[config.mk]
export PLATFORM = sky130hd
export DESIGN_NAME = distance_vector_route_update
export DESIGN_NICKNAME = d
export VERILOG_FILES = /design/src/hdl/drt_pkg.sv /design/src/hdl/distance_vector_route_update.sv /design/src/hdl/drt_ram.sv /design/src/hdl/drt_calc.sv
export SDC_FILE = /design/constraint.sdc
export NUM_CORES = 2
export LEC_CHECK = 0
export BUFFER_PORTS_ARGS = -buffer_cell sky130_fd_sc_hd__buf_2
export CORE_MARGIN = 4
export CORE_UTILIZATION = 38
export CTS_CLUSTER_SIZE = 28
export DETAILED_ROUTE_END_ITERATION = 10
export GPL_ROUTABILITY_DRIVEN = 1
export PLACE_DENSITY = 0.57
export SYNTH_ARGS = -nofsm -noshare
export SYNTH_HDL_FRONTEND = slang
export SYNTH_HIERARCHICAL = 1
export SYNTH_SLANG_ARGS = --single-unit
export TNS_END_PERCENT = 5
[constraint.sdc]
create_clock -name clk -period 12.05 [get_ports clk]
set_input_delay 0 -clock clk [delete_from_list [all_inputs] [get_ports clk]]
set_output_delay 0 -clock clk [all_outputs]
set_load 0.03 [all_outputs]
[src/hdl/drt_pkg.sv]
package drt_pkg;

  localparam int ID_W      = 5;
  localparam int COST_W    = 16;
  localparam int FUNC_W    = 2;
  localparam int CFG_IDX_W = 1;

  localparam int DEFAULT_MAX_NODES = 16;

  localparam logic [COST_W-1:0] DEFAULT_INFINITY = 16'd10000;
  localparam logic [ID_W-1:0]   DEFAULT_OWN_NODE = 5'd1;

  // command codes
  localparam logic [FUNC_W-1:0] FN_LOAD_ROUTE = 2'd0;
  localparam logic [FUNC_W-1:0] FN_LOAD_NBR   = 2'd1;
  localparam logic [FUNC_W-1:0] FN_VECTOR     = 2'd2;
  localparam logic [FUNC_W-1:0] FN_DISABLE    = 2'd3;

  // register indexes
  localparam logic [CFG_IDX_W-1:0] CFG_OWN_NODE = 1'b0;
  localparam logic [CFG_IDX_W-1:0] CFG_INFINITY = 1'b1;

  typedef struct packed {
    logic [FUNC_W-1:0] func;
    logic [ID_W-1:0]   node_id;
    logic [ID_W-1:0]   dest_id;
    logic [COST_W-1:0] link_cost;
    logic [ID_W-1:0]   hop_id;
    logic              link_update;
  } drt_req_t;

  typedef struct packed {
    logic [ID_W-1:0]   entry_id;
    logic [COST_W-1:0] entry_cost;
    logic [ID_W-1:0]   entry_next_hop;
    logic              changed;
  } drt_rsp_t;

  // one route table word
  typedef struct packed {
    logic [COST_W-1:0] cost;
    logic [ID_W-1:0]   hop;
  } route_ent_t;

  // one link table word
  typedef struct packed {
    logic [COST_W-1:0] direct;
    logic              nbr;
  } link_ent_t;

  // write-back and follow-up requests from the update logic
  typedef struct packed {
    logic       route_we;
    route_ent_t route_ent;
    logic       link_we;
    link_ent_t  link_ent;
    logic       sweep;
  } drt_upd_t;

  // clamp a cost to the current infinity
  function automatic logic [COST_W-1:0] sat_cost(input logic [COST_W:0]   v,
                                                 input logic [COST_W-1:0] inf);
    return (v >= {1'b0, inf}) ? inf : v[COST_W-1:0];
  endfunction

endpackage

[src/hdl/distance_vector_route_update.sv]
// Distance-vector route table engine. It holds, per destination 1..MAX_NODES,
// a route cost and next hop, and per node a direct link cost and neighbour
// flag, in two single-port-write RAMs with registered reads. Each item on the
// req channel performs one command (load route, load neighbour, apply one
// received vector entry, disable a link) and yields exactly one item on the
// rsp channel describing the touched route entry. An ordinary item's result
// is loaded into the output register once the sender entry and the touched
// entry have been read one after the other through the shared read port,
// then updated and written back; a result still held in the output register
// delays it. No new item is accepted until the result has reached the output
// register. A received link-down entry addressed to this router also walks
// the whole route table once to invalidate routes through the sender, one
// table entry per cycle. The output register lets the next item be accepted
// while a result still waits. Memory contents are never cleared by a pass:
// per-entry valid bits, cleared at reset, make an unwritten entry read as its
// reset value. Configuration writes are accepted at any time but are expected
// only while the block is idle.
module distance_vector_route_update
  import drt_pkg::*;
#(
  parameter int MAX_NODES = DEFAULT_MAX_NODES
) (
  input  logic                 clk,
  input  logic                 rst,
  input  logic                 cfg_we,
  input  logic [CFG_IDX_W-1:0] cfg_index,
  input  logic [COST_W-1:0]    cfg_data,
  input  logic                 req_valid,
  output logic                 req_stall,
  input  drt_req_t             req,
  output logic                 rsp_valid,
  input  logic                 rsp_stall,
  output drt_rsp_t             rsp
);

  localparam int IDX_W = $clog2(MAX_NODES);
  localparam logic [IDX_W-1:0] SWEEP_LAST = IDX_W'(MAX_NODES - 1);

  localparam int ST_W = 3;
  localparam logic [ST_W-1:0] ST_IDLE      = 3'd0; // waiting, sender read goes out on accept
  localparam logic [ST_W-1:0] ST_RD_E      = 3'd1; // read touched entry, keep sender data
  localparam logic [ST_W-1:0] ST_CALC      = 3'd2; // update and write back
  localparam logic [ST_W-1:0] ST_SWEEP     = 3'd3; // walk the route table
  localparam logic [ST_W-1:0] ST_SWEEP_END = 3'd4; // last sweep write
  localparam logic [ST_W-1:0] ST_SEND      = 3'd5; // hand result to output register

  // configuration
  logic [ID_W-1:0]   own_node;
  logic [COST_W-1:0] infinity;

  // control
  logic [ST_W-1:0]  state;
  logic [ST_W-1:0]  state_next;
  drt_req_t         item;
  logic             use_dest;
  logic [IDX_W-1:0] sweep_idx;
  logic             sweep_pend;
  logic [IDX_W-1:0] rd_idx_q;

  // captured sender entry and held result
  route_ent_t s_rt_q;
  logic       s_nbr_q;
  drt_rsp_t   res_q;

  // valid bits, an unset one means the entry still has its reset value
  logic [MAX_NODES-1:0] route_vld;
  logic [MAX_NODES-1:0] link_vld;

  // memory ports
  logic             rd_en;
  logic [IDX_W-1:0] rd_addr;
  logic             route_we;
  logic [IDX_W-1:0] route_waddr;
  route_ent_t       route_wdata;
  route_ent_t       route_rdata;
  logic             link_we;
  link_ent_t        link_rdata;

  // effective read values
  route_ent_t rt_eff;
  link_ent_t  lk_eff;

  logic             req_fire;
  logic             rsp_fire;
  logic [IDX_W-1:0] s_idx;
  logic [IDX_W-1:0] e_idx;
  logic             sweep_hit;
  drt_rsp_t         calc_res;
  drt_upd_t         upd;

  assign req_stall = (state != ST_IDLE);
  assign req_fire  = req_valid && !req_stall;
  assign rsp_fire  = rsp_valid && !rsp_stall;

  assign s_idx = IDX_W'(item.node_id - ID_W'(1));
  assign e_idx = use_dest ? IDX_W'(item.dest_id - ID_W'(1)) : s_idx;

  // read port: sender on accept, touched entry next, then the sweep walk
  always_comb begin
    rd_en   = 1'b0;
    rd_addr = sweep_idx;
    case (state)
      ST_IDLE: begin
        rd_en   = req_fire;
        rd_addr = IDX_W'(req.node_id - ID_W'(1));
      end
      ST_RD_E: begin
        rd_en   = 1'b1;
        rd_addr = e_idx;
      end
      ST_SWEEP: begin
        rd_en   = 1'b1;
        rd_addr = sweep_idx;
      end
      default: begin
      end
    endcase
  end

  // unwritten entries: cost at the reset infinity, next hop is index plus one
  always_comb begin
    rt_eff = route_rdata;
    lk_eff = link_rdata;
    if (!route_vld[rd_idx_q]) begin
      rt_eff.cost = DEFAULT_INFINITY;
      rt_eff.hop  = ID_W'(rd_idx_q) + ID_W'(1);
    end
    if (!link_vld[rd_idx_q]) begin
      lk_eff = '{direct: DEFAULT_INFINITY, nbr: 1'b0};
    end
  end

  drt_calc #(
    .MAX_NODES(MAX_NODES)
  ) u_calc (
    .item       (item),
    .use_dest   (use_dest),
    .same_entry (s_idx == e_idx),
    .infinity   (infinity),
    .s_rt       (s_rt_q),
    .s_nbr      (s_nbr_q),
    .e_rt       (rt_eff),
    .e_lk       (lk_eff),
    .result     (calc_res),
    .upd        (upd)
  );

  // sweep kills every route whose next hop is the sender
  assign sweep_hit = sweep_pend && (rt_eff.hop == item.node_id);

  // write ports: only one write source is active in any state
  always_comb begin
    route_we    = 1'b0;
    route_waddr = e_idx;
    route_wdata = upd.route_ent;
    if (state == ST_CALC) begin
      route_we = upd.route_we;
    end else if (sweep_hit) begin
      route_we    = 1'b1;
      route_waddr = rd_idx_q;
      route_wdata = '{cost: infinity, hop: rt_eff.hop};
    end
  end

  // every link write goes to the sender's entry
  assign link_we = (state == ST_CALC) && upd.link_we;

  drt_ram #(
    .WIDTH($bits(route_ent_t)),
    .DEPTH(MAX_NODES)
  ) u_route_ram (
    .clk   (clk),
    .we    (route_we),
    .waddr (route_waddr),
    .wdata (route_wdata),
    .re    (rd_en),
    .raddr (rd_addr),
    .rdata (route_rdata)
  );

  drt_ram #(
    .WIDTH($bits(link_ent_t)),
    .DEPTH(MAX_NODES)
  ) u_link_ram (
    .clk   (clk),
    .we    (link_we),
    .waddr (s_idx),
    .wdata (upd.link_ent),
    .re    (rd_en),
    .raddr (rd_addr),
    .rdata (link_rdata)
  );

  // next state
  always_comb begin
    state_next = state;
    case (state)
      ST_IDLE: begin
        if (req_fire) begin
          state_next = ST_RD_E;
        end
      end
      ST_RD_E: begin
        state_next = ST_CALC;
      end
      ST_CALC: begin
        state_next = upd.sweep ? ST_SWEEP : ST_SEND;
      end
      ST_SWEEP: begin
        if (sweep_idx == SWEEP_LAST) begin
          state_next = ST_SWEEP_END;
        end
      end
      ST_SWEEP_END: begin
        state_next = ST_SEND;
      end
      ST_SEND: begin
        // wait until the output register is free
        if (!rsp_valid || rsp_fire) begin
          state_next = ST_IDLE;
        end
      end
      default: begin
        state_next = ST_IDLE;
      end
    endcase
  end

  // control registers
  always_ff @(posedge clk) begin
    if (rst) begin
      state      <= ST_IDLE;
      own_node   <= DEFAULT_OWN_NODE;
      infinity   <= DEFAULT_INFINITY;
      route_vld  <= '0;
      link_vld   <= '0;
      rsp_valid  <= 1'b0;
      sweep_pend <= 1'b0;
      sweep_idx  <= '0;
    end else begin
      state      <= state_next;
      sweep_pend <= (state == ST_SWEEP);

      if (cfg_we) begin
        case (cfg_index)
          CFG_OWN_NODE: own_node <= cfg_data[ID_W-1:0];
          CFG_INFINITY: infinity <= cfg_data;
          default: begin
          end
        endcase
      end

      if (route_we) begin
        route_vld[route_waddr] <= 1'b1;
      end
      if (link_we) begin
        link_vld[s_idx] <= 1'b1;
      end

      if (state == ST_CALC) begin
        sweep_idx <= '0;
      end else if (state == ST_SWEEP) begin
        sweep_idx <= sweep_idx + IDX_W'(1);
      end

      if (state == ST_SEND && (!rsp_valid || rsp_fire)) begin
        rsp_valid <= 1'b1;
      end else if (rsp_fire) begin
        rsp_valid <= 1'b0;
      end
    end
  end

  // payload registers
  always_ff @(posedge clk) begin
    if (req_fire) begin
      item     <= req;
      use_dest <= (req.func == FN_VECTOR) && (req.dest_id != own_node);
    end
    if (rd_en) begin
      rd_idx_q <= rd_addr;
    end
    if (state == ST_RD_E) begin
      s_rt_q  <= rt_eff;
      s_nbr_q <= lk_eff.nbr;
    end
    if (state == ST_CALC) begin
      res_q <= calc_res;
    end
    if (state == ST_SEND && (!rsp_valid || rsp_fire)) begin
      rsp <= res_q;
    end
  end

  // table writes happen only in the update and sweep states
  a_write_states: assert property (@(posedge clk) disable iff (rst)
    (route_we || link_we) |->
      (state == ST_CALC || state == ST_SWEEP || state == ST_SWEEP_END))
    else $error("table write outside update or sweep");

  // a sweep write always marks the route unreachable
  a_sweep_inf: assert property (@(posedge clk) disable iff (rst)
    (route_we && state != ST_CALC) |-> (route_wdata.cost == infinity))
    else $error("sweep wrote a finite cost");

  // the sweep ends only after the last entry was read
  a_sweep_done: assert property (@(posedge clk) disable iff (rst)
    (state == ST_SWEEP_END) |-> (rd_idx_q == SWEEP_LAST && sweep_pend))
    else $error("sweep ended early");

  // a held result keeps the sequencer waiting
  a_send_hold: assert property (@(posedge clk) disable iff (rst)
    (state == ST_SEND && rsp_valid && rsp_stall) |=> (state == ST_SEND))
    else $error("result dropped while output stalled");

endmodule

[src/hdl/drt_ram.sv]
module drt_ram #(
  parameter int WIDTH = 8,
  parameter int DEPTH = 16
) (
  input  logic                     clk,
  input  logic                     we,
  input  logic [$clog2(DEPTH)-1:0] waddr,
  input  logic [WIDTH-1:0]         wdata,
  input  logic                     re,
  input  logic [$clog2(DEPTH)-1:0] raddr,
  output logic [WIDTH-1:0]         rdata
);

  logic [WIDTH-1:0] mem [DEPTH];

  always_ff @(posedge clk) begin
    if (we) begin
      mem[waddr] <= wdata;
    end
    if (re) begin
      rdata <= mem[raddr];
    end
  end

endmodule

[src/hdl/drt_calc.sv]
module drt_calc
  import drt_pkg::*;
#(
  parameter int MAX_NODES = DEFAULT_MAX_NODES
) (
  input  drt_req_t          item,
  input  logic              use_dest,
  input  logic              same_entry,
  input  logic [COST_W-1:0] infinity,
  input  route_ent_t        s_rt,
  input  logic              s_nbr,
  input  route_ent_t        e_rt,
  input  link_ent_t         e_lk,
  output drt_rsp_t          result,
  output drt_upd_t          upd
);

  logic [COST_W-1:0] sat_c;
  logic [COST_W-1:0] cost_e_sat;
  logic [COST_W-1:0] cost_s_sat;
  logic [COST_W-1:0] sum;
  logic [COST_W-1:0] dir_e_sat;
  logic              nid_ok;
  logic              did_ok;
  logic              bad;

  assign nid_ok = (item.node_id != '0) && (32'(item.node_id) <= MAX_NODES);
  assign did_ok = (item.dest_id != '0) && (32'(item.dest_id) <= MAX_NODES);
  assign bad    = !nid_ok || (use_dest && !did_ok);

  assign sat_c      = sat_cost({1'b0, item.link_cost}, infinity);
  assign cost_e_sat = sat_cost({1'b0, e_rt.cost}, infinity);
  assign cost_s_sat = sat_cost({1'b0, s_rt.cost}, infinity);
  assign sum        = sat_cost({1'b0, cost_s_sat} + {1'b0, item.link_cost}, infinity);
  // sender and destination may share an entry whose direct cost changes now
  assign dir_e_sat  = (item.link_update && s_nbr && same_entry) ? sat_c
                    : sat_cost({1'b0, e_lk.direct}, infinity);

  always_comb begin
    route_ent_t nxt;
    nxt = e_rt;
    upd = '0;

    case (item.func)
      FN_LOAD_ROUTE: begin
        nxt.cost     = sat_c;
        nxt.hop      = item.hop_id;
        upd.route_we = 1'b1;
      end
      FN_LOAD_NBR: begin
        upd.link_we  = 1'b1;
        upd.link_ent = '{direct: sat_c, nbr: 1'b1};
      end
      FN_VECTOR: begin
        if (item.link_update && s_nbr) begin
          upd.link_we  = 1'b1;
          upd.link_ent = '{direct: sat_c, nbr: 1'b1};
        end
        upd.sweep = item.link_update && (item.link_cost >= infinity) && !use_dest;
        if (use_dest) begin
          if (e_rt.hop != item.node_id) begin
            if (sum < cost_e_sat) begin
              nxt.cost     = sum;
              nxt.hop      = s_rt.hop;
              upd.route_we = 1'b1;
            end
          end else begin
            nxt.cost     = sum;
            upd.route_we = 1'b1;
            // direct link beats the path through the sender
            if (e_lk.nbr && (dir_e_sat < sum)) begin
              nxt.cost = dir_e_sat;
              nxt.hop  = item.dest_id;
            end
          end
        end else begin
          if (e_rt.hop != item.node_id) begin
            if (sat_c < cost_e_sat) begin
              nxt.cost     = sat_c;
              nxt.hop      = item.node_id;
              upd.route_we = 1'b1;
            end
          end else begin
            nxt.cost     = sat_c;
            upd.route_we = 1'b1;
          end
        end
      end
      FN_DISABLE: begin
        if (e_lk.nbr) begin
          upd.link_we  = 1'b1;
          upd.link_ent = '{direct: infinity, nbr: 1'b1};
          if (e_rt.hop == item.node_id) begin
            nxt.cost     = infinity;
            upd.route_we = 1'b1;
          end
        end
      end
      default: begin
      end
    endcase

    upd.route_ent = nxt;

    result.entry_id       = use_dest ? item.dest_id : item.node_id;
    result.entry_cost     = sat_cost({1'b0, nxt.cost}, infinity);
    result.entry_next_hop = nxt.hop;
    result.changed        = (result.entry_cost != cost_e_sat) || (nxt.hop != e_rt.hop);

    if (bad) begin
      upd    = '0;
      result = '{entry_id: item.node_id, entry_cost: infinity,
                 entry_next_hop: '0, changed: 1'b0};
    end
  end

endmodule
==> impl_metrics.ini <==
[place]
dp_cells = 4419
preCtsSetupSlack_ns = -0.253
routabilityCongestion = 1.00
port_buffers = 84
dp_hpwl_um = 93500

[synth]
synth_nets = 3003
synth_async_sr_flop_share_pct = 0
synth-edff-count = 761
synth_top_area_cell = edfxtp_1
synth_top_area_share_pct = 57.1
yosysWarnings = 6
synth_area_leaders = edfxtp_1 57%, mux4_2 6.8%, ha_1 5.2%
synth.most_common_cell = edfxtp_1
synth_commonest_cells = 761 x edfxtp_1, 186 x nand2_1, 165 x ha_1
ys_ff_latch = 823
seq_area_frac_synth_pct = 60.2
yosysUniqueCellTypes = 110
synth.avg_cell_area_um2 = 14.4
syn_inst = 2781
yosys_most_used_dff = edfxtp_1
synth_area_um2 = 40000

[layout]
areaGrowthSynthToFinish_pct = 20.0
register_area_um2 = 24100
layout-drive-gt1-share_pct = 25.8
post-route-util_pct = 46.2
final_nets = 3433
multi_input_comb_area_um2 = 15300
fillers = 9074
final_cell_count_no_fill = 4664

[grt]
grt_pass1_wl_um = 194000
grt_start_max_net_pins = 154
grt-ovfl-total = 0
grt_pass1_vias = 27600
track_usage_pct = 24.0
antenna_found_initial = 4

[die]
dieArea_um2 = 111000
coreArea_um2 = 104000
fp-row-count = 118
die_w_um = 333
die_height_um = 333
ios = 85
initial_core_util_pct = 38.5

[clock_tree]
htree_levels = 3
cts-root-buf = clkbuf_16
cts_tree = done
clkLatencyLatePin_ns = 0.69
clk_pin_slew_ns = 0.06
cts_sinks = 823
clockBufferDepth = 3
cts_buffers = 85

[sta]
tightest_slew_ns = 1.24
drv_slew = 0
worst_slew_margin_rel_pct = 15.0
setup_viol = 0
fin_crit_sh_pct = 96.7
max_freq_ghz = 0.0859
final_hold_viol_count = 0
tns_ns = 0
layout_min_cycle_time_ns = 11.65
final.setup_skew_ns = 0.0798
hold_slack_ns = 0.0318
setup_ws_ns = 0.402

[outcome]
status = completed

[flow_run]
drv_cap = 0

[power]
cellLeakagePower_nw = 16.9
vdd.ir_drop.worst_mv = 0.145
cellPowerDensity_nw_per_um2 = 176

[critical_path]
crit_top_cell = buf_4
cp.arrival_ns = 12.06
end_kind = flop
crit_slowest_cell = or4_1
cp-start-kind = flop
path_class = flop to flop
cp_max_fo = 8
max_stage_delay_ns = 0.53
critPathRequiredTime_ns = 12.46

[route]
wl_per_cell_um = 29.4
first_pass_iters = 6
drc = 0
wl_um = 137000
top_layer = met4
initialDrtViolationCount = 2797
wl_met1_um = 55400
viasPerCell = 5.95
wl_met3_um = 9780
wl_met2_um = 64200
ant_nets = 0
routed-via-count = 27800

[worst_hold_path]
hold_class = input port to flop
flip-flops by register name, summed over array words and instances (netlist names):
name / count
u_route_ram/mem: 336
u_link_ram/mem: 272
item: 34
res_q: 27
rsp: 27
s_rt_q: 21
u_route_ram/rdata: 21
u_link_ram/rdata: 17
infinity: 16
link_vld: 16
route_vld: 16
own_node: 5
rd_idx_q: 4
sweep_idx: 4
state: 3
rsp_valid: 1
s_nbr_q: 1
sweep_pend: 1
use_dest: 1
cells in the final DEF (no fill, tap or decap), types with 16 or more instances in the layout:
master         instances
edfxtp_1             761
buf_4                302
nand2_1              186
ha_1                 161
a21oi_1              137
nor2_1               135
mux4_2               121
inv_1                105
a22oi_1              101
clkbuf_16             85
buf_2                 84
o21ai_0               77
dlygate4sd3_1         72
dfxtp_1               62
mux2_2                58
and2_1                41
mux4_1                40
nand3_1               39
mux2i_1               38
o22ai_1               34
nor3_1                31
nand2b_1              28
a21o_1                28
xor2_1                27
xnor2_1               25
nor2_2                25
nand4_1               23
a211oi_1              17
o211ai_1              16
o21a_1                16
o21ai_1               16
path summary, 6_finish.rpt:
path / start / to / slack (ns) / cells past startpoint
max reg2reg: s_rt_q[5] / res_q[0] / 0.40 / 58
min: req[0] / item[0] / 0.03 / 2
max: s_rt_q[5] / res_q[0] / 0.40 / 58
min reg2reg: res_q[17] / rsp[17] / 0.42 / 0
cells by family (layout without fill, tap and decap cells):
family                   after synthesis  after routing  share of synthesized area (%)
multiplexers                         278            278                           12.7
flip-flops                           823            823                           60.2
other                                  0              3                              0
AND/OR/NAND/NOR                      620            620                           7.54
XOR/XNOR                              52             52                           1.14
AO/OA/AOI/OAI                        610            610                           10.5
buffers and inverters                232            732                           2.72
adder cells (fa/ha/maj)              166            166                           5.21
through the flow:
| stage | power [mW] | instance area, um2 |
|---|---|---|
| detailed placement | 5.63 | 44000 |
| global route | 8.79 | 48100 |
| finish | 8.45 | 48100 |
| global placement | 5.60 | 44000 |
| CTS | 8.38 | 47700 |
| floorplan | 4.64 | 40000 |
worst max-delay path, delay by kind of cell, from the launching register on:
| kind | cells | cell delay, ns |
|---|---|---|
| adder cells (fa/ha/maj) | 5 | 1.45 |
| buffers and inverters | 11 | 1.72 |
| AO/OA/AOI/OAI | 25 | 4.41 |
| flip-flops | 1 | 0.38 |
| AND/OR/NAND/NOR | 14 | 2.62 |
| multiplexers | 2 | 0.56 |
| XOR/XNOR | 1 | 0.27 |
per-layer routing:
| layer | track usage [%] | up-vias |
|---|---|---|
| met3 | 4.09 | 340 |
| met2 | 38.5 | 1343 |
| met5 | 0 | - |
| met1 | 31.7 | 14200 |
| li1 | - | 11900 |
| met4 | 11.9 | 0 |
where the power goes:
part	total (mW)	internal, mW	switching, mW
registers	3.32	3.26	0.0659
logic	2.42	1.01	1.41
clock network	2.71	1.56	1.15
total	8.45	5.83	2.62
final cells by class:
type / count / share of cell area [%]
Sequential cell: 823 / 50.1
Multi-Input combinational cell: 1726 / 31.9
Timing Repair Buffer: 468 / 7.47
Clock buffer: 99 / 4.56
Tap cell: 1380 / 3.59
Clock inverter: 58 / 1.50
Inverter: 107 / 0.836
Antenna cell: 3 / 0.0156
repair_timing:
| item | 4_1_cts | 5_1_grt |
|---|---|---|
| pin swaps | 1 | 35 |
| setup endpoints to repair | 1 | 17 |
| cloned | 0 | 0 |
| setup buffers | 1 | 12 |
| hold endpoints to repair | 122 | 0 |
| resized for setup | 5 | 65 |
| hold buffers | 72 | 0 |
(Power assumes the default switching activity.)
